<file path="src/sv/efr_pkg.sv">
`timescale 1ns / 1ps
// ============================================================================
// efr_pkg - shared definitions for the escaped frame receiver
// Byte codes, result kinds, queue entry layout and the CRC-16/CCITT byte step.
// ============================================================================

package efr_pkg;

   // Framing bytes on the serial line.
   localparam logic [7:0] BYTE_START = 8'hF0;
   localparam logic [7:0] BYTE_END   = 8'hF1;
   localparam logic [7:0] BYTE_ESC   = 8'hF2;

   // CRC-16/CCITT, MSB first, no final xor.
   localparam logic [15:0] CRC_PRESET = 16'hFFFF;
   localparam logic [15:0] CRC_POLY   = 16'h1021;

   // A byte count of all ones marks the receiver as idle between frames.
   localparam logic [7:0] COUNT_IDLE = 8'hFF;

   localparam int DEFAULT_FRAME_CAPACITY = 128;
   localparam int DEFAULT_QUEUE_DEPTH    = 2;

   typedef enum logic [1:0] {
      KIND_PAYLOAD = 2'd0,
      KIND_GOOD    = 2'd1,
      KIND_BAD     = 2'd2,
      KIND_CHECK   = 2'd3
   } kind_type;

   // Operations handed from the front end to the frame engine.
   typedef enum logic [1:0] {
      OP_START = 2'd0,
      OP_END   = 2'd1,
      OP_DATA  = 2'd2
   } op_type;

   typedef struct packed {
      op_type     op;
      logic [7:0] data;
   } qentry_type;

   // One full byte step of the CRC, eight shifts of a 16-bit word.
   function automatic logic [15:0] crc16_byte(input logic [15:0] crc, input logic [7:0] b);
      logic [15:0] c;
      c = crc ^ {b, 8'h00};
      for (int i = 0; i < 8; i++) begin
         c = c[15] ? ({c[14:0], 1'b0} ^ CRC_POLY) : {c[14:0], 1'b0};
      end
      return c;
   endfunction

endpackage

</file>
<file path="src/sv/efr_front.sv">
`timescale 1ns / 1ps
// ============================================================================
// efr_front - byte classifier
// Strips escape bytes, restores escaped bytes and turns each remaining byte
// into a start, end or data operation for the frame engine.
// ============================================================================

module efr_front (
   input  logic                clock,
   input  logic                reset,
   input  logic                req_tvalid,
   output logic                req_tready,
   input  logic [7:0]          req_tdata,
   input  logic                q_full,
   output logic                q_push,
   output efr_pkg::qentry_type q_entry
);

   logic esc_ff;
   logic esc_in;
   logic accept;

   assign req_tready = !q_full;
   assign accept     = req_tvalid && req_tready;

   // The escape flag follows every accepted byte, framing bytes included.
   assign esc_in = accept ? (req_tdata == efr_pkg::BYTE_ESC) : esc_ff;

   always_ff @(posedge clock) begin
      if (reset) begin
         esc_ff <= 1'b0;
      end else begin
         esc_ff <= esc_in;
      end
   end

   always_comb begin
      q_entry.data = 8'h00;
      q_push       = 1'b0;
      case (req_tdata)
         efr_pkg::BYTE_START: begin
            q_entry.op = efr_pkg::OP_START;
            q_push     = accept;
         end
         efr_pkg::BYTE_END: begin
            q_entry.op = efr_pkg::OP_END;
            q_push     = accept;
         end
         efr_pkg::BYTE_ESC: begin
            // Escape bytes only set the flag and are dropped here.
            q_entry.op = efr_pkg::OP_DATA;
         end
         default: begin
            q_entry.op   = efr_pkg::OP_DATA;
            q_entry.data = esc_ff ? ~req_tdata : req_tdata;
            q_push       = accept;
         end
      endcase
   end

endmodule

</file>
<file path="src/sv/efr_queue.sv">
`timescale 1ns / 1ps
// ============================================================================
// efr_queue - short operation queue
// Register-based FIFO that decouples the classifier from the frame engine.
// ============================================================================

module efr_queue #(
   parameter int DEPTH = efr_pkg::DEFAULT_QUEUE_DEPTH
) (
   input  logic                clock,
   input  logic                reset,
   input  logic                push,
   input  efr_pkg::qentry_type push_entry,
   output logic                full,
   input  logic                pop,
   output logic                valid,
   output efr_pkg::qentry_type head
);

   localparam int IDX_W = (DEPTH > 1) ? $clog2(DEPTH) : 1;
   localparam int CNT_W = $clog2(DEPTH + 1);

   efr_pkg::qentry_type entries_ff [DEPTH];
   logic [IDX_W-1:0]    wr_ptr_ff, wr_ptr_in;
   logic [IDX_W-1:0]    rd_ptr_ff, rd_ptr_in;
   logic [CNT_W-1:0]    count_ff, count_in;
   logic                do_push, do_pop;

   assign full    = (count_ff == CNT_W'(DEPTH));
   assign valid   = (count_ff != '0);
   assign head    = entries_ff[rd_ptr_ff];
   assign do_push = push && !full;
   assign do_pop  = pop && valid;

   always_comb begin
      wr_ptr_in = wr_ptr_ff;
      rd_ptr_in = rd_ptr_ff;
      count_in  = count_ff;
      if (do_push) begin
         wr_ptr_in = (wr_ptr_ff == IDX_W'(DEPTH - 1)) ? '0 : wr_ptr_ff + IDX_W'(1);
      end
      if (do_pop) begin
         rd_ptr_in = (rd_ptr_ff == IDX_W'(DEPTH - 1)) ? '0 : rd_ptr_ff + IDX_W'(1);
      end
      if (do_push && !do_pop) begin
         count_in = count_ff + CNT_W'(1);
      end else if (do_pop && !do_push) begin
         count_in = count_ff - CNT_W'(1);
      end
   end

   always_ff @(posedge clock) begin
      if (reset) begin
         wr_ptr_ff <= '0;
         rd_ptr_ff <= '0;
         count_ff  <= '0;
      end else begin
         wr_ptr_ff <= wr_ptr_in;
         rd_ptr_ff <= rd_ptr_in;
         count_ff  <= count_in;
      end
   end

   always_ff @(posedge clock) begin
      if (do_push) begin
         entries_ff[wr_ptr_ff] <= push_entry;
      end
   end

   // The occupancy never exceeds the number of slots.
   a_count_bound: assert property (@(posedge clock) disable iff (reset)
      count_ff <= CNT_W'(DEPTH))
      else $error("queue occupancy above depth");

   // The front end never offers an operation into a full queue.
   a_no_overrun: assert property (@(posedge clock) disable iff (reset)
      !(push && full))
      else $error("push into full queue");

   // The frame engine only takes an operation that is there.
   a_no_underrun: assert property (@(posedge clock) disable iff (reset)
      !(pop && !valid))
      else $error("pop from empty queue");

endmodule

</file>
<file path="src/sv/efr_back.sv">
`timescale 1ns / 1ps
// ============================================================================
// efr_back - frame engine
// Counts and CRC-checks frame bytes, delays payload by two bytes and issues
// the frame verdict into the response register.
// ============================================================================

module efr_back #(
   parameter int FRAME_CAPACITY = efr_pkg::DEFAULT_FRAME_CAPACITY
) (
   input  logic                clock,
   input  logic                reset,
   input  logic                csr_wren,
   input  logic [7:0]          csr_wdata,
   input  logic                q_valid,
   input  efr_pkg::qentry_type q_head,
   output logic                q_pop,
   output logic                rsp_tvalid,
   input  logic                rsp_tready,
   output logic [15:0]         rsp_tdata,
   output logic [1:0]          rsp_tuser
);

   localparam logic [7:0] CAP = 8'(FRAME_CAPACITY);

   logic [7:0]        check_code_ff;
   logic [7:0]        count_ff, count_in;
   logic [15:0]       crc_ff, crc_in;
   logic [7:0]        older_ff, older_in;
   logic [7:0]        newer_ff, newer_in;
   logic              out_valid_ff, out_valid_in;
   efr_pkg::kind_type out_kind_ff, out_kind_in;
   logic [7:0]        out_data_ff, out_data_in;
   logic [7:0]        out_len_ff, out_len_in;
   logic              emit;

   assign q_pop = q_valid && (!out_valid_ff || rsp_tready);

   always_comb begin
      count_in    = count_ff;
      crc_in      = crc_ff;
      older_in    = older_ff;
      newer_in    = newer_ff;
      emit        = 1'b0;
      out_kind_in = efr_pkg::KIND_PAYLOAD;
      out_data_in = 8'h00;
      out_len_in  = 8'h00;
      if (q_pop) begin
         case (q_head.op)
            efr_pkg::OP_START: begin
               count_in = 8'h00;
               crc_in   = efr_pkg::CRC_PRESET;
            end
            efr_pkg::OP_END: begin
               emit     = 1'b1;
               count_in = efr_pkg::COUNT_IDLE;
               if (count_ff == 8'd1 && newer_ff == check_code_ff) begin
                  out_kind_in = efr_pkg::KIND_CHECK;
               end else if (crc_ff != 16'h0000 || count_ff >= CAP || count_ff < 8'd2) begin
                  out_kind_in = efr_pkg::KIND_BAD;
               end else begin
                  out_kind_in = efr_pkg::KIND_GOOD;
                  out_len_in  = count_ff - 8'd2;
               end
            end
            efr_pkg::OP_DATA: begin
               if (count_ff < CAP) begin
                  if (count_ff >= 8'd2) begin
                     emit        = 1'b1;
                     out_data_in = older_ff;
                  end
                  older_in = newer_ff;
                  newer_in = q_head.data;
                  count_in = count_ff + 8'd1;
                  crc_in   = efr_pkg::crc16_byte(crc_ff, q_head.data);
               end
            end
            default: begin
            end
         endcase
      end
   end

   always_comb begin
      if (emit) begin
         out_valid_in = 1'b1;
      end else if (rsp_tready) begin
         out_valid_in = 1'b0;
      end else begin
         out_valid_in = out_valid_ff;
      end
   end

   always_ff @(posedge clock) begin
      if (reset) begin
         check_code_ff <= 8'h00;
         count_ff      <= 8'h00;
         crc_ff        <= 16'h0000;
         older_ff      <= 8'h00;
         newer_ff      <= 8'h00;
         out_valid_ff  <= 1'b0;
      end else begin
         if (csr_wren) begin
            check_code_ff <= csr_wdata;
         end
         count_ff     <= count_in;
         crc_ff       <= crc_in;
         older_ff     <= older_in;
         newer_ff     <= newer_in;
         out_valid_ff <= out_valid_in;
      end
   end

   always_ff @(posedge clock) begin
      if (emit) begin
         out_kind_ff <= out_kind_in;
         out_data_ff <= out_data_in;
         out_len_ff  <= out_len_in;
      end
   end

   assign rsp_tvalid = out_valid_ff;
   assign rsp_tuser  = out_kind_ff;
   assign rsp_tdata  = {out_len_ff, out_data_ff};

   // The count stays within capacity, except for the idle mark.
   a_count_range: assert property (@(posedge clock) disable iff (reset)
      count_ff <= CAP || count_ff == efr_pkg::COUNT_IDLE)
      else $error("byte count out of range");

   // A good frame never reports more payload than fits below capacity.
   a_good_length: assert property (@(posedge clock) disable iff (reset)
      out_valid_ff && out_kind_ff == efr_pkg::KIND_GOOD |-> out_len_ff <= CAP - 8'd2)
      else $error("good frame length exceeds capacity");

   // Fields that do not belong to the reported kind read as zero.
   a_unused_zero: assert property (@(posedge clock) disable iff (reset)
      out_valid_ff |-> (out_kind_ff == efr_pkg::KIND_PAYLOAD || out_data_ff == 8'h00) &&
                       (out_kind_ff == efr_pkg::KIND_GOOD || out_len_ff == 8'h00))
      else $error("unused response field not zero");

endmodule

</file>
<file path="src/sv/escaped_frame_receiver_crc16.sv">
`timescale 1ns / 1ps
// ============================================================================
// escaped_frame_receiver_crc16 - byte-stuffed frame receiver with CRC-16 check
// Removes start/end/escape framing, checks the CRC-16/CCITT of each frame,
// forwards payload bytes and reports one verdict per frame.
// ============================================================================
//
//   Channel   Direction  Contents
//   req_*     in         tdata[7:0] = rx_byte, one raw serial byte per request
//   rsp_*     out        tdata[7:0] = data_byte, tdata[15:8] = frame_length,
//                        tuser[1:0] = kind (payload, good, bad, check request)
//   csr_*     in         wdata[7:0] = check_msg_code, written when wren is high
//
// A request is taken every cycle while the operation queue is not full. A
// response passes through the operation queue and then the frame engine,
// which writes the response register.
// A stall on the response side fills the queue (two entries by default) and
// then drops req_tready; requests are never lost and the front keeps
// classifying while the queue has room.
// Reset is synchronous and clears the escape flag, queue, frame state and
// the check code register.
// ============================================================================

module escaped_frame_receiver_crc16 #(
   parameter int FRAME_CAPACITY = efr_pkg::DEFAULT_FRAME_CAPACITY,
   parameter int QUEUE_DEPTH    = efr_pkg::DEFAULT_QUEUE_DEPTH
) (
   input  logic        clock,
   input  logic        reset,
   // Configuration: check_msg_code.
   input  logic        csr_wren,
   input  logic [7:0]  csr_wdata,   // [7:0] check_msg_code
   // Received bytes.
   input  logic        req_tvalid,
   output logic        req_tready,
   input  logic [7:0]  req_tdata,   // [7:0] rx_byte
   // Results.
   output logic        rsp_tvalid,
   input  logic        rsp_tready,
   output logic [15:0] rsp_tdata,   // [7:0] data_byte, [15:8] frame_length
   output logic [1:0]  rsp_tuser    // [1:0] kind
);

   // Operations between the classifier and the frame engine. Escape bytes
   // never enter the queue; the classifier has already inverted the data byte
   // that follows one.
   logic                q_push;
   logic                q_full;
   logic                q_pop;
   logic                q_valid;
   efr_pkg::qentry_type q_push_entry;
   efr_pkg::qentry_type q_head;

   efr_front u_front (
      .clock      (clock),
      .reset      (reset),
      .req_tvalid (req_tvalid),
      .req_tready (req_tready),
      .req_tdata  (req_tdata),
      .q_full     (q_full),
      .q_push     (q_push),
      .q_entry    (q_push_entry)
   );

   efr_queue #(
      .DEPTH (QUEUE_DEPTH)
   ) u_queue (
      .clock      (clock),
      .reset      (reset),
      .push       (q_push),
      .push_entry (q_push_entry),
      .full       (q_full),
      .pop        (q_pop),
      .valid      (q_valid),
      .head       (q_head)
   );

   // The frame engine pops one operation per cycle whenever its response
   // register is free or being drained, so the pipeline sustains full rate.
   efr_back #(
      .FRAME_CAPACITY (FRAME_CAPACITY)
   ) u_back (
      .clock      (clock),
      .reset      (reset),
      .csr_wren   (csr_wren),
      .csr_wdata  (csr_wdata),
      .q_valid    (q_valid),
      .q_head     (q_head),
      .q_pop      (q_pop),
      .rsp_tvalid (rsp_tvalid),
      .rsp_tready (rsp_tready),
      .rsp_tdata  (rsp_tdata),
      .rsp_tuser  (rsp_tuser)
   );

endmodule
</file>
<file path="config.mk">
export PLATFORM = sky130hd
export DESIGN_NAME = escaped_frame_receiver_crc16
export DESIGN_NICKNAME = d
export VERILOG_FILES = /design/src/sv/efr_pkg.sv /design/src/sv/efr_front.sv /design/src/sv/efr_queue.sv /design/src/sv/efr_back.sv /design/src/sv/escaped_frame_receiver_crc16.sv
export SDC_FILE = /design/constraint.sdc
export NUM_CORES = 1
export LEC_CHECK = 0
export ABC_CLOCK_PERIOD_IN_PS = 5980
export CAP_MARGIN = 20
export CORE_MARGIN = 10
export CORE_UTILIZATION = 64
export CTS_BUF_LIST = sky130_fd_sc_hd__clkbuf_8 sky130_fd_sc_hd__clkbuf_16
export CTS_CLUSTER_SIZE = 8
export DETAILED_ROUTE_END_ITERATION = 16
export DONT_BUFFER_PORTS = 1
export PLACE_DENSITY = 0.8
export RECOVER_POWER = 50
export SLEW_MARGIN = 20
export SYNTH_ARGS = -nofsm -noshare
export SYNTH_HDL_FRONTEND = slang
export SYNTH_SLANG_ARGS = --single-unit
</file>
<file path="constraint.sdc">
create_clock -name clock -period 5.98 [get_ports clock]
set_input_delay 0 -clock clock [delete_from_list [all_inputs] [get_ports clock]]
set_output_delay 0 -clock clock [all_outputs]
set_load 0.005 [all_outputs]
</file>
# [After elaboration in Yosys (flattened, before gate mapping)]
# Memory sizes are Yosys's and may differ from the RTL's. A register that Yosys moved wholly into a read port is not among the register bits.
# Index checks and enable logic that the tools add are counted.
[totals] ff_bits=72 ramBits=20 input_bits=21 output_inout_bits=20 wordCells=105 n_memories=1
[mem_list] memory="u_queue.entries_ff" depth=2 word_bits=10 rd=1 rd_clocked_by_memory_dff=1 write_ports=1 line="efr_queue.sv:23" rtl="efr_pkg::qentry_type entries_ff [DEPTH];"
[op_classes] add_sub_neg=6 n_lt_le_gt_ge=4 eq_ne=9 n_mux=32 bitwise_logic=12 reduce_logical=28
[ops] operator="$mux 13" count=8
[ops] operator="$pmux 16 s2" count=1
[ops] operator="$eq 8x8->1 const B" count=3
[ops] operator="$mux 8" count=3
[ops] operator="$not 3->3" count=8
[ops] operator="$pmux 8 s3" count=1
[ops] operator="$mux 16" count=1
[ops] operator="$reduce_bool 16->1" count=1
[ops] operator="$xor 16x16->16" count=1
[ops] operator="$mux 1" count=12
[ops] operator="$reduce_and 3->1" count=3
[ops] operator="$add 8x1->8 const B" count=1
[ops] operator="$eq 8x1->1 const B" count=1
[ops] operator="$eq 8x8->1" count=1
[ops] operator="$ge 8x2->1 const B" count=1
[ops] operator="$ge 8x8->1 const B" count=1
[ops] operator="$lt 8x2->1 const B" count=1
[ops] operator="$lt 8x8->1 const B" count=1
[ops] operator="$mux 2" count=4
[ops] operator="$not 8->8" count=1
[ops] operator="$reduce_bool 2->1" count=4
[ops] operator="$sub 8x2->8 const B" count=1
[ops] operator="$logic_and 1x1->1" count=7
[ops] operator="$eq 2x2->1 const B" count=2
[ops] operator="16 further kinds" count=23

# [Longest topological paths before layout]
# Gate-level depths: netlist of run 1.
[depth] ltp_word=19 mapped_depth=10 depth_no_buf=8

# [By module]
# Synthesis of run 1 repeated with hierarchy kept, for this count alone.
[hier_totals] cells_unflattened=419 hier_area_um2=4334.2
[modules_own_cells] module="efr_back" n_inst=1 cells_each=329 area_per_inst_um2=3149.3 seq_area_each_um2=1521.5
[modules_own_cells] module="efr_queue" n_inst=1 cells_each=56 area_per_inst_um2=938.4 seq_area_each_um2=700.7
[modules_own_cells] module="efr_front" n_inst=1 cells_each=34 area_per_inst_um2=246.5 seq_area_each_um2=20.0

# [Worst setup path before layout of run 1]
# OpenSTA, ideal clock, no wires.
[synth_path] path_kind="reg-to-reg" from="register with a tool-made name" to="register u_back.count_ff[0]" setup_time_ns=0.070 arrival_time_ns=2.214 t_required_ns=5.910 setup_slack_ns=3.695 path_stages_with_launch=10 path_buffers=2 period_less_slack_ns=2.285 path_cell_list="dfxtp_1 -> buf_6 -> mux2i_1 -> inv_1 -> ha_1 -> clkbuf_1 -> a21oi_1 -> o211ai_1 -> or3b_2 -> a21oi_1"
[synth_rtl] item="end signal: assignment" line="efr_back.sv:106" rtl="count_ff <= count_in;"
[synth_rtl] item="end: declaration" line="efr_back.sv:27" rtl="logic [7:0] count_ff, count_in;"

==> qor_table.md, run 1 <==
| Metric | Reported | Unit |
|:---|:---|:---|
| Max FO, Critical Path | 11 | - |
| TritonCTS Buffers | 9 | - |
| Cell area after technology mapping | 0.00428 | mm^2 |
| Number of top-level pins | 41 | - |
| Register bit total from synthesis | 93 | - |
| Worst-case clock skew | 0.0141 | ns |
| Total area of sequential cells | 0.00224 | mm^2 |
| Die H | 102 | um |
| Number of placed instances, taps included | 461 | - |
| Violation count after the first detailed-routing iteration | 207 | - |
| Min Tclk post-route | 2.97 | ns |
| Type of the worst min-delay path | input port to flip-flop | - |
| Max-cap check violation count | 1 | - |
| H-tree lvl count | 3 | - |
| RSZ-0062 raised after global routing | false | - |
| Total number of vias | 2907 | - |
| Worst endpoint required time | 6.21 | ns |
| Routed vias/inst | 5.73 | - |
| Sequential fraction of the synthesis area | 0.524 | - |
| Share of total power in sequential cells | 0.439 | - |
| TNS Setup | 0 | ns |
| Setup bufs post-CTS | 0 | - |
| Most used flip-flop cell after synthesis | sky130_fd_sc_hd__dfxtp_1 | - |
| Maximum number of buffers from clock root to sink | 2 | - |
| HPWL after detailed placement | 5570 | um |
| Number of enable flip-flop cells after synthesis | 38 | - |
| Number of cell rows | 29 | - |
| Clock slew at the register clock pins of the worst setup and hold paths | 0.10 | ns |
| Rel. slew slack | -0.635 | - |
| TritonCTS clock tree | yes | - |
| Starting utilization of the core area | 0.666 | - |
| Outcome | complete, but fails checks | - |
| Worst Setup End Kind | flip-flop | - |
| Worst slew pin tran | 2.45 | ns |
| Synth top area share | 0.267 | - |
| Category of the most critical setup path | flip-flop to flip-flop | - |
| Initial antenna violation count | 0 | - |
| Detailed-route wire length per cell | 16.7 | um |
| Multi-input gate area | 0.00189 | mm^2 |
| Detailed-route wire length | 8480 | um |
| Final Setup Violations | 0 | - |
| Leakage component of the power | 0.00178 | uW |
| Most common cell in the netlist | sky130_fd_sc_hd__nor2_1 | - |
| Overall Global Routing Usage | 0.170 | - |
| F_max | 336 | MHz |
| Pwr dens | 437 | mW/mm^2 |
| Internal Dissipation | 1310 | uW |
| Leading post-synthesis cells by instance count | 63 x sky130_fd_sc_hd__nor2_1, 55 x sky130_fd_sc_hd__dfxtp_1, 38 x sky130_fd_sc_hd__edfxtp_1 | - |
| Final-report max-slew violation count | 56 | - |
| Core Area | 0.00642 | mm^2 |
| Antenna diodes | 0 | - |
| Kind of start point of the critical path | flip-flop | - |
| Number of different library cells in the post-synthesis netlist | 43 | - |
| Worst path slowest cell | sky130_fd_sc_hd__dfxtp_1 | - |
| Share of the clock period used by the worst path after layout | 0.497 | - |
| Number of buffers inserted for hold repair after clock tree synthesis | 30 | - |
| Layout overhead on the synthesized area | 11.1 | % |
| Violations in the final reports | max-capacitance violations, max-slew violations | - |
| Mapped Avg Cell Area | 10.6 | um^2 |
| Number of port buffers | 0 | - |
| Area contributors post-synth | sky130_fd_sc_hd__edfxtp_1 27%, sky130_fd_sc_hd__dfxtp_1 26%, sky130_fd_sc_hd__xnor2_1 5.7% | - |
| Mapped Cells | 405 | - |
| Crit path DAT | 3.21 | ns |
| List of cells traversed by the critical path | mux2i_1, ha_1, nand2b_1, or3_1, nor2_1, and2_1 | - |
| Worst IR Drop VDD | 259 | uV |
| Final hold viol count | 0 | - |
| Switching Fraction | 0.371 | - |
| Share of cells above drive strength 1 | 0.0628 | - |
| Remaining number of nets flagged by the antenna check after routing | 0 | - |
| Final weighted congestion of routability-driven global placement | 0.811 | - |
| Clk pwr share | 0.194 | - |
| Non-Filler Instances | 507 | - |
| Slowest stage delay, CP | 0.72 | ns |
| # fillers | 420 | - |
| Final Net Count | 457 | - |
| Die area | 0.0104 | mm^2 |
| First-pass GRT wire length | 13900 | um |
| Number of optimization iterations in the first detailed-route pass | 4 | - |
| FFs w/ async S/R, synth | 0 | - |
| Count of synthesis-stage warnings from yosys | 0 | - |
| Pin count of the biggest net entering global routing | 56 | - |
| Buffer type at the clock tree root | sky130_fd_sc_hd__clkbuf_8 | - |
| Portion of total power attributed to combinational logic | 0.367 | - |
| Cell taking the most area after synthesis | sky130_fd_sc_hd__edfxtp_1 | - |
| Post-CTS sizing | 0 | - |
| Number of global-route vias before repair | 2818 | - |
| Chip Width | 102 | um |
| Worst-Skew Late Latency | 0.36 | ns |
| Residual DRC | 0 | - |
| GRT Residual Overflow | 0 | - |
| Clock sinks | 93 | - |
| Post-synth net total | 437 | - |
| Reported net switching power | 771 | uW |
[power by group through the flow]
stage / logic (uW) / clock network, uW / registers (uW)
6_report: 761 / 403 / 912
5_1_grt: 843 / 437 / 929
4_1_cts: 752 / 411 / 908
3_5_place_dp: 720 / 0 / 922
3_3_place_gp: 705 / 0 / 919
2_1_floorplan: 627 / 0 / 880
[placed cells by master (no fill, tap or decap), drive strengths merged, types with 7 or more instances in the layout]
cell,instances
dfxtp,55
a21oi,26
ha,11
clkbuf,11
xor2,19
mux2i,18
xnor2,33
and2,9
a211oi,24
dlygate4sd3,29
nor2,64
nand2b,7
edfxtp,38
inv,13
nand2,24
[registers in the layout (all words and copies together) (netlist names), named ones only]
name	count
u_back.check_code_ff	8
u_back.count_ff	8
u_back.crc_ff	16
u_back.newer_ff	8
u_back.older_ff	8
u_back.out_data_ff	8
u_back.out_len_ff	8
u_back.rsp_tuser	2
u_back.rsp_tvalid	1
u_front.esc_ff	1
u_queue.count_ff	2
u_queue.entries_ff	20
u_queue.rd_ptr_ff	1
u_queue.wr_ptr_ff	1
[final cells by class]
type                    instances  area share
multi-input cells             281       0.397
well taps                      77      0.0203
clock inverters                 6     0.00922
repair buffers                 31      0.0635
inverters                       9     0.00711
flip-flops and latches         93       0.472
clock buffers                  10      0.0313
[metrics by stage]
step | utilization | power, uW | area (um^2) | hold WS, ns | setup slack [ns]
floorplan | - | 1510 | 4280 | 0.148 | 3.70
global placement | 0.665 | 1620 | 4270 | 0.0747 | 3.16
detailed placement | 0.665 | 1640 | 4270 | 0.0804 | 3.02
CTS | 0.743 | 2070 | 4770 | 0.0487 | 3.00
global route | 0.740 | 2210 | 4750 | 0.215 | 2.66
finish | 0.740 | 2080 | 4750 | 0.198 | 3.01
[worst paths after layout]
kind / slack [ns] / startpoint / cells after the start / end
worst max-delay path: 3.01 / flip-flop / 6 / u_back.out_data_ff[7]
worst min-delay path: 0.20 / req_tdata[1] / 2 / u_queue.entries_ff[1][6]
worst max register to register: 3.01 / flip-flop / 6 / u_back.out_data_ff[7]
worst min register to register: 0.45 / u_back.older_ff[2] / 2 / u_back.older_ff[2]
[logic make-up after synthesis]
logic type               synth area share
AO/OA/AOI/OAI                       0.103
XOR/XNOR                            0.115
adder cells (fa/ha/maj)            0.0322
buffers and inverters              0.0348
flip-flops                          0.524
multiplexers                       0.0451
AND/OR/NAND/NOR                     0.146
[layer usage]
metal  up-vias  part of all wire  global-route usage
met3        10             0.060              0.0381
met1      1384              0.42               0.205
li1       1439                 -                   -
met2        74              0.50               0.287
met5         -                 0                   0
met4         0             0.016              0.0715
[worst max-delay path: cells and delay by family, from the launching register on]
kind | cells | cell delay [ns]
fa+ha+maj | 1 | 0.45
flops | 1 | 0.72
mux | 1 | 0.39
simple gates | 4 | 1.30
No activity file was read; power rests on OpenSTA's default activity.
==> run 2, diff against run 1 <==
ABC_CLOCK_PERIOD_IN_PS = 2700   (was 5980)
CORE_UTILIZATION = 57   (was 64)
PLACE_DENSITY = 0.75   (was 0.8)
clock period = 2.7 ns   (was 5.98 ns; I/O delays follow)
==> qor_table.md, run 2 (synthesis results as in run 1) <==
| Metric | Reported | Unit | Change |
|:---|:---|:---|:---|
| Number of optimization iterations in the first detailed-route pass | 4 | - | unchanged |
| Rel. slew slack | 0.449 | - | +1.08 |
| Design Power | 4630 | uW | +120% |
| Crit path DAT | 2.75 | ns | -0.46 ns |
| GRT busiest layer | met2 | - |  |
| TritonCTS Buffers | 9 | - | unchanged |
| Final Setup Violations | 0 | - | unchanged |
| TNS Setup | 0 | ns | unchanged |
| Detailed-route wire length | 8600 | um | +1.5% |
| First-pass GRT wire length | 14600 | um | +4.4% |
| Share of cells above drive strength 1 | 0.0759 | - | +0.0131 |
| Final Net Count | 462 | - | +1.1% |
| Max-cap check violation count | 0 | - | -1 |
| Initial antenna violation count | 2 | - | +2 |
| Category of the most critical setup path | flip-flop to flip-flop | - |  |
| Violation count after the first detailed-routing iteration | 184 | - | -11% |
| Worst IR Drop VDD | 534 | uV | +110% |
| Number of port buffers | 0 | - | unchanged |
| Leakage component of the power | 0.00181 | uW | +1.8% |
| Top library cells by usage in the layout, fill and taps aside | 63 x sky130_fd_sc_hd__nor2_1, 55 x sky130_fd_sc_hd__dfxtp_1, 38 x sky130_fd_sc_hd__edfxtp_1, 29 x sky130_fd_sc_hd__dlygate4sd3_1, 28 x sky130_fd_sc_hd__xnor2_1 | - |  |
| Layout overhead on the synthesized area | 13.3 | % |  |
| Global-route met3 utilization | 0.0449 | - | +0.00679 |
| TritonCTS clock tree | yes | - |  |
| Overall Global Routing Usage | 0.157 | - | -0.0135 |
| Worst-case setup margin in the final layout | 0.208 | ns | -2.80 ns |
| Max reg flops | 20 | - | unchanged |
| RSZ-0062 raised after global routing | false | - |  |
| HPWL after detailed placement | 5550 | um | -0.44% |
| Worst Setup End Kind | flip-flop | - |  |
| Biggest regs | u_queue.entries_ff x20, u_back.crc_ff x16 | - |  |
| Met2 demand-to-capacity share in global routing | 0.253 | - | -0.0340 |
| Setup WS pre-CTS | 0.384 | ns | -2.64 ns |
| Number of cell rows | 31 | - | +6.9% |
| Maximum number of buffers from clock root to sink | 2 | - | unchanged |
| Setup bufs post-CTS | 0 | - | unchanged |
| Outcome | completed | - |  |
| Routed vias/inst | 5.48 | - | -4.4% |
| Register containing the most flip-flops in the final layout | u_queue.entries_ff | - |  |
| Clock slew at the register clock pins of the worst setup and hold paths | 0.09 | ns | about the same |
| Kind of start point of the critical path | flip-flop | - |  |
| HP Start | req_tdata[4] | - |  |
| Worst-Skew Late Latency | 0.36 | ns | about the same |
| Residual DRC | 0 | - | unchanged |
| Final weighted congestion of routability-driven global placement | 0.810 | - | about the same |
| Finished Cell Area | 0.00484 | mm^2 | +1.9% |
| H-tree lvl count | 3 | - | unchanged |
| Chip Width | 107 | um | +4.8% |
| Clock sinks | 93 | - | unchanged |
| Met1 capacity usage during global routing | 0.188 | - | -0.0173 |
| Type of the worst min-delay path | input port to flip-flop | - |  |
| Die H | 107 | um | +4.8% |
| Worst slew pin tran | 0.819 | ns | -1.63 ns |
| Number of top-level pins | 41 | - | unchanged |
| Pwr dens | 955 | mW/mm^2 | +120% |
| Starting utilization of the core area | 0.586 | - | -0.0794 |
| Detailed-route wire length per cell | 16.0 | um | -4.0% |
| F_max | 401 | MHz | +19% |
| Final-report max-slew violation count | 0 | - | -100% |
| Worst-case clock skew | 0.0126 | ns | -0.00149 ns |
| Total number of vias | 2938 | - | +1.1% |
| Min Tclk post-route | 2.49 | ns | -0.482 ns |
| Worst endpoint required time | 2.95 | ns | -3.26 ns |
| GRT Residual Overflow | 0 | - | unchanged |
| Remaining number of nets flagged by the antenna check after routing | 0 | - | unchanged |
| Final hold viol count | 0 | - | unchanged |
| Core Area | 0.00729 | mm^2 | +14% |
| Final standard cell utilization of the core | 0.664 | - | -0.0755 |
| DP Area | 0.00433 | mm^2 | +1.5% |
| Max FO, Critical Path | 10 | - | -1 |
| Pin count of the biggest net entering global routing | 56 | - | unchanged |
| Buffer type at the clock tree root | sky130_fd_sc_hd__clkbuf_8 | - |  |
| Share of the clock period used by the worst path after layout | 0.923 | - | +0.426 |
| # fillers | 562 | - | +34% |
| Die area | 0.0114 | mm^2 | +9.8% |
| Most common library cell in the layout ignoring fill and taps | sky130_fd_sc_hd__nor2_1 | - |  |
| Number of global-route vias before repair | 2969 | - | +5.4% |
run 2: layout make-up:
class | count | area (um^2) | area share
antenna | 2 | 5.00 | 0.00103
clock buffer | 11 | 163 | 0.0336
clock inverter | 5 | 40.0 | 0.00826
inverter | 9 | 33.8 | 0.00697
multi-input combinational | 281 | 1890 | 0.389
sequential | 93 | 2240 | 0.463
tap | 99 | 124 | 0.0256
timing repair buffer | 36 | 352 | 0.0726
run 2: worst paths after layout:
check                        endpoint  slack, ns  depth (start not counted)
min reg2reg        u_back.older_ff[2]       0.46                          2
max                u_back.count_ff[4]       0.21                         10
max reg2reg        u_back.count_ff[4]       0.21                         10
min          u_queue.entries_ff[1][9]       0.04                          3
run 2: worst max-delay path, cell delays in order, from the launching register on:
cell and delay [ns]:
sky130_fd_sc_hd__dfxtp_1 0.41, sky130_fd_sc_hd__mux2i_2 0.27, sky130_fd_sc_hd__inv_1 0.09, sky130_fd_sc_hd__ha_1 0.20
sky130_fd_sc_hd__buf_4 0.17, sky130_fd_sc_hd__a21oi_1 0.18, sky130_fd_sc_hd__o211ai_1 0.13, sky130_fd_sc_hd__buf_4 0.19
sky130_fd_sc_hd__a2bb2oi_1 0.15, sky130_fd_sc_hd__nor2_1 0.05, sky130_fd_sc_hd__dlygate4sd3_1 0.55
run 2: power by group:
group          switching [uW]  total, uW  internal, uW
Combinational             943       1710           765
Clock                     499        922           423
Sequential                247       2000          1750
Total                    1690       4630          2940
run 2: per-layer routing:
metal,up-vias,routed length [um]
li1,1451,-
met1,1382,3760
met2,89,4050
met3,16,596
met4,0,195
met5,-,0
run 2: stage by stage:
step / hold WS, ns / cells
detailed placement: 0.0782 / 488
global route: 0.0491 / 536
floorplan: 0.148 / 405
CTS: 0.0146 / 534
global placement: 0.0755 / 488
finish: 0.0448 / 536
run 2: repair_timing:
| action | in CTS | in global routing |
|---|---|---|
| hold endpoints to repair | 75 | 0 |
| endpoints found under the setup margin | 0 | 1 |
| hold buffers | 30 | 0 |
| resized for setup | 0 | 1 |
==> run 3, diff against run 2 <==
SETUP_SLACK_MARGIN = 0.5   (was unset)
==> qor_table.md, run 3 (synthesis results as in run 1) <==
| Metric | Reported | Unit | Change |
|:---|:---|:---|:---|
| Core Area | 0.00729 | mm^2 | unchanged |
| Die area | 0.0114 | mm^2 | unchanged |
| Biggest regs | u_queue.entries_ff x20, u_back.crc_ff x16 | - |  |
| Crit path DAT | 2.43 | ns | -0.32 ns |
| Finished Cell Area | 0.00487 | mm^2 | +0.52% |
| Share of cells above drive strength 1 | 0.0915 | - | +0.0157 |
| Worst IR Drop VDD | 520 | uV | -2.7% |
| Antenna diodes | 0 | - | -2 |
| Total number of vias | 2956 | - | +0.61% |
| Die H | 107 | um | unchanged |
| Overall Global Routing Usage | 0.150 | - | -0.00662 |
| Setup WS pre-CTS | 0.344 | ns | -0.0397 ns |
| Most common library cell in the layout ignoring fill and taps | sky130_fd_sc_hd__nor2_1 | - |  |
| Clock slew at the register clock pins of the worst setup and hold paths | 0.10 | ns | about the same |
| GRT Residual Overflow | 0 | - | unchanged |
| Pwr dens | 956 | mW/mm^2 | +0.12% |
| Clk pwr share | 0.187 | - | -0.012 |
| Pin count of the biggest net entering global routing | 56 | - | unchanged |
| Type of the worst min-delay path | input port to flip-flop | - |  |
| F_max | 433 | MHz | +8.0% |
| Worst slew pin tran | 0.765 | ns | -0.0541 ns |
| Buffer type at the clock tree root | sky130_fd_sc_hd__clkbuf_8 | - |  |
| TritonCTS clock tree | yes | - |  |
| Reported net switching power | 1770 | uW | +4.7% |
| Switching Fraction | 0.380 | - | +0.0147 |
| Detailed-route wire length | 8590 | um | -0.17% |
| Worst endpoint required time | 2.82 | ns | -0.13 ns |
| Worst-case setup margin in the final layout | 0.391 | ns | +0.184 ns |
| Slowest stage delay, CP | 0.60 | ns | +0.05 ns |
| Min Tclk post-route | 2.31 | ns | -0.184 ns |
| Portion of total power attributed to combinational logic | 0.386 | - | +0.017 |
| Category of the most critical setup path | flip-flop to flip-flop | - |  |
| Number of cell rows | 31 | - | unchanged |
| Worst path slowest cell | sky130_fd_sc_hd__or4_1 | - |  |
| Max reg flops | 20 | - | unchanged |
| # fillers | 566 | - | +0.71% |
| Routed vias/inst | 5.51 | - | +0.61% |
| Clock sinks | 93 | - | unchanged |
| Final-report max-slew violation count | 0 | - | unchanged |
| Critical path buffer and inverter count | 2 | - | -2 |
| Starting utilization of the core area | 0.586 | - | unchanged |
| Kind of start point of the critical path | flip-flop | - |  |
| Outcome | completed | - |  |
| TritonCTS Buffers | 9 | - | unchanged |
| Max FO, Critical Path | 18 | - | +8 |
| Initial antenna violation count | 0 | - | -2 |
| H-tree lvl count | 3 | - | unchanged |
| Chip Width | 107 | um | unchanged |
| DP Area | 0.00434 | mm^2 | +0.17% |
| Top Family by Delay on Critical Path | simple AND/OR/NAND/NOR gates | - |  |
| Worst-case register-to-register setup slack | 0.39 | ns | +0.18 ns |
| List of cells traversed by the critical path | or4_1, a211oi_1, o21bai_1, nand3_1, clkinvlp_4, buf_12 | - |  |
| Register containing the most flip-flops in the final layout | u_queue.entries_ff | - |  |
| Number of global-route vias before repair | 2942 | - | -0.91% |
| Final hold viol count | 0 | - | unchanged |
| Max-cap check violation count | 0 | - | unchanged |
| RSZ-0062 raised after global routing | false | - |  |
| Detailed-route wire length per cell | 16.0 | um | -0.17% |
| Share of total power in sequential cells | 0.427 | - | -0.005 |
| Final Setup Violations | 0 | - | unchanged |
| Number of port buffers | 0 | - | unchanged |
| Worst-Skew Late Latency | 0.35 | ns | about the same |
| Internal Dissipation | 2890 | uW | -1.7% |
| Final weighted congestion of routability-driven global placement | 0.856 | - | +5.7% |
| Number of top-level pins | 41 | - | unchanged |
| Number of optimization iterations in the first detailed-route pass | 4 | - | unchanged |
| Multi-input gate area | 0.00191 | mm^2 | +1.2% |
| Rel. slew slack | 0.486 | - | +0.0364 |
| Final Net Count | 464 | - | +0.43% |
| Violation count after the first detailed-routing iteration | 148 | - | -20% |
| HPWL after detailed placement | 5710 | um | +2.9% |
| Leakage component of the power | 0.00181 | uW | -0.26% |
| Share of the clock period used by the worst path after layout | 0.855 | - | -0.0681 |
| Layout overhead on the synthesized area | 13.9 | % |  |
| Maximum number of buffers from clock root to sink | 2 | - | unchanged |
| Top library cells by usage in the layout, fill and taps aside | 62 x sky130_fd_sc_hd__nor2_1, 54 x sky130_fd_sc_hd__dfxtp_1, 38 x sky130_fd_sc_hd__edfxtp_1, 29 x sky130_fd_sc_hd__dlygate4sd3_1, 28 x sky130_fd_sc_hd__xnor2_1 | - |  |
| Residual DRC | 0 | - | unchanged |
| Remaining number of nets flagged by the antenna check after routing | 0 | - | unchanged |
| Total area of sequential cells | 0.00224 | mm^2 | about the same |
| First-pass GRT wire length | 14100 | um | -3.3% |
| Worst Setup End Kind | flip-flop | - |  |
| Worst-case clock skew | 0.00893 | ns | -0.00364 ns |
| TNS Setup | 0 | ns | unchanged |
==> run 3: changes by cell type in the layout (fill, tap and decap cells not counted), sizes merged <==
cell	delta
clkinv	-2
clkinvlp	+1
diode	-2
inv	+3
==> run 3: layout make-up <==
class / instances / area share
tap: 99 / 0.0254
clock buffer: 9 / 0.0254
timing repair buffer: 38 / 0.0773
inverter: 9 / 0.00771
clock inverter: 7 / 0.0116
sequential: 93 / 0.461
multi-input combinational: 281 / 0.392
==> run 3: routing by layer <==
layer / track usage / share of wire
met5: 0 / 0
met4: 0.0687 / 0.022
met3: 0.0473 / 0.064
met1: 0.178 / 0.44
met2: 0.244 / 0.48
==> run 3: repair_timing <==
action | in CTS | in global routing
hold buffers | 30 | 0
pin swaps | 0 | 0
hold endpoints to repair | 75 | 0
endpoints found under the setup margin | 27 | 34
gates resized for setup | 4 | 9
buffers inserted | 1 | 1
==> run 3: path summary, 6_finish.rpt <==
path,cells after the start,start,endpoint
hold reg to reg,2,u_back.older_ff[3],u_back.older_ff[3]
setup reg to reg,6,u_back.count_ff[4],u_back.out_data_ff[1]
setup / recovery,6,u_back.count_ff[4],u_back.out_data_ff[1]
hold / removal,2,req_tdata[1],u_queue.entries_ff[0][0]
==> run 3: through the flow <==
stage          total power, uW  utilization  std cells  hold WS, ns
6_report                  4660        0.668        536        0.173
5_1_grt                   4950        0.668        536        0.223
4_1_cts                   4620        0.667        535       0.0551
3_5_place_dp              3700        0.595        488       0.0783
3_3_place_gp              3650        0.595        488       0.0774
2_1_floorplan             3340            -        405        0.148
==> run 3: worst register-to-register path, stage by stage (launching register included) <==
cell                         delay, ns
sky130_fd_sc_hd__dfxtp_1          0.42
sky130_fd_sc_hd__or4_1            0.60
sky130_fd_sc_hd__a211oi_1         0.44
sky130_fd_sc_hd__o21bai_1         0.11
sky130_fd_sc_hd__nand3_1          0.19
sky130_fd_sc_hd__clkinvlp_4       0.15
sky130_fd_sc_hd__buf_12           0.17
==> run 3: power by group through the flow <==
stage	logic [uW]	clock network [uW]	registers [uW]
2_1_floorplan	1400	0	1950
3_3_place_gp	1650	0	2000
6_report	1800	869	1990
3_5_place_dp	1680	0	2010
4_1_cts	1760	879	1980
5_1_grt	1980	938	2030
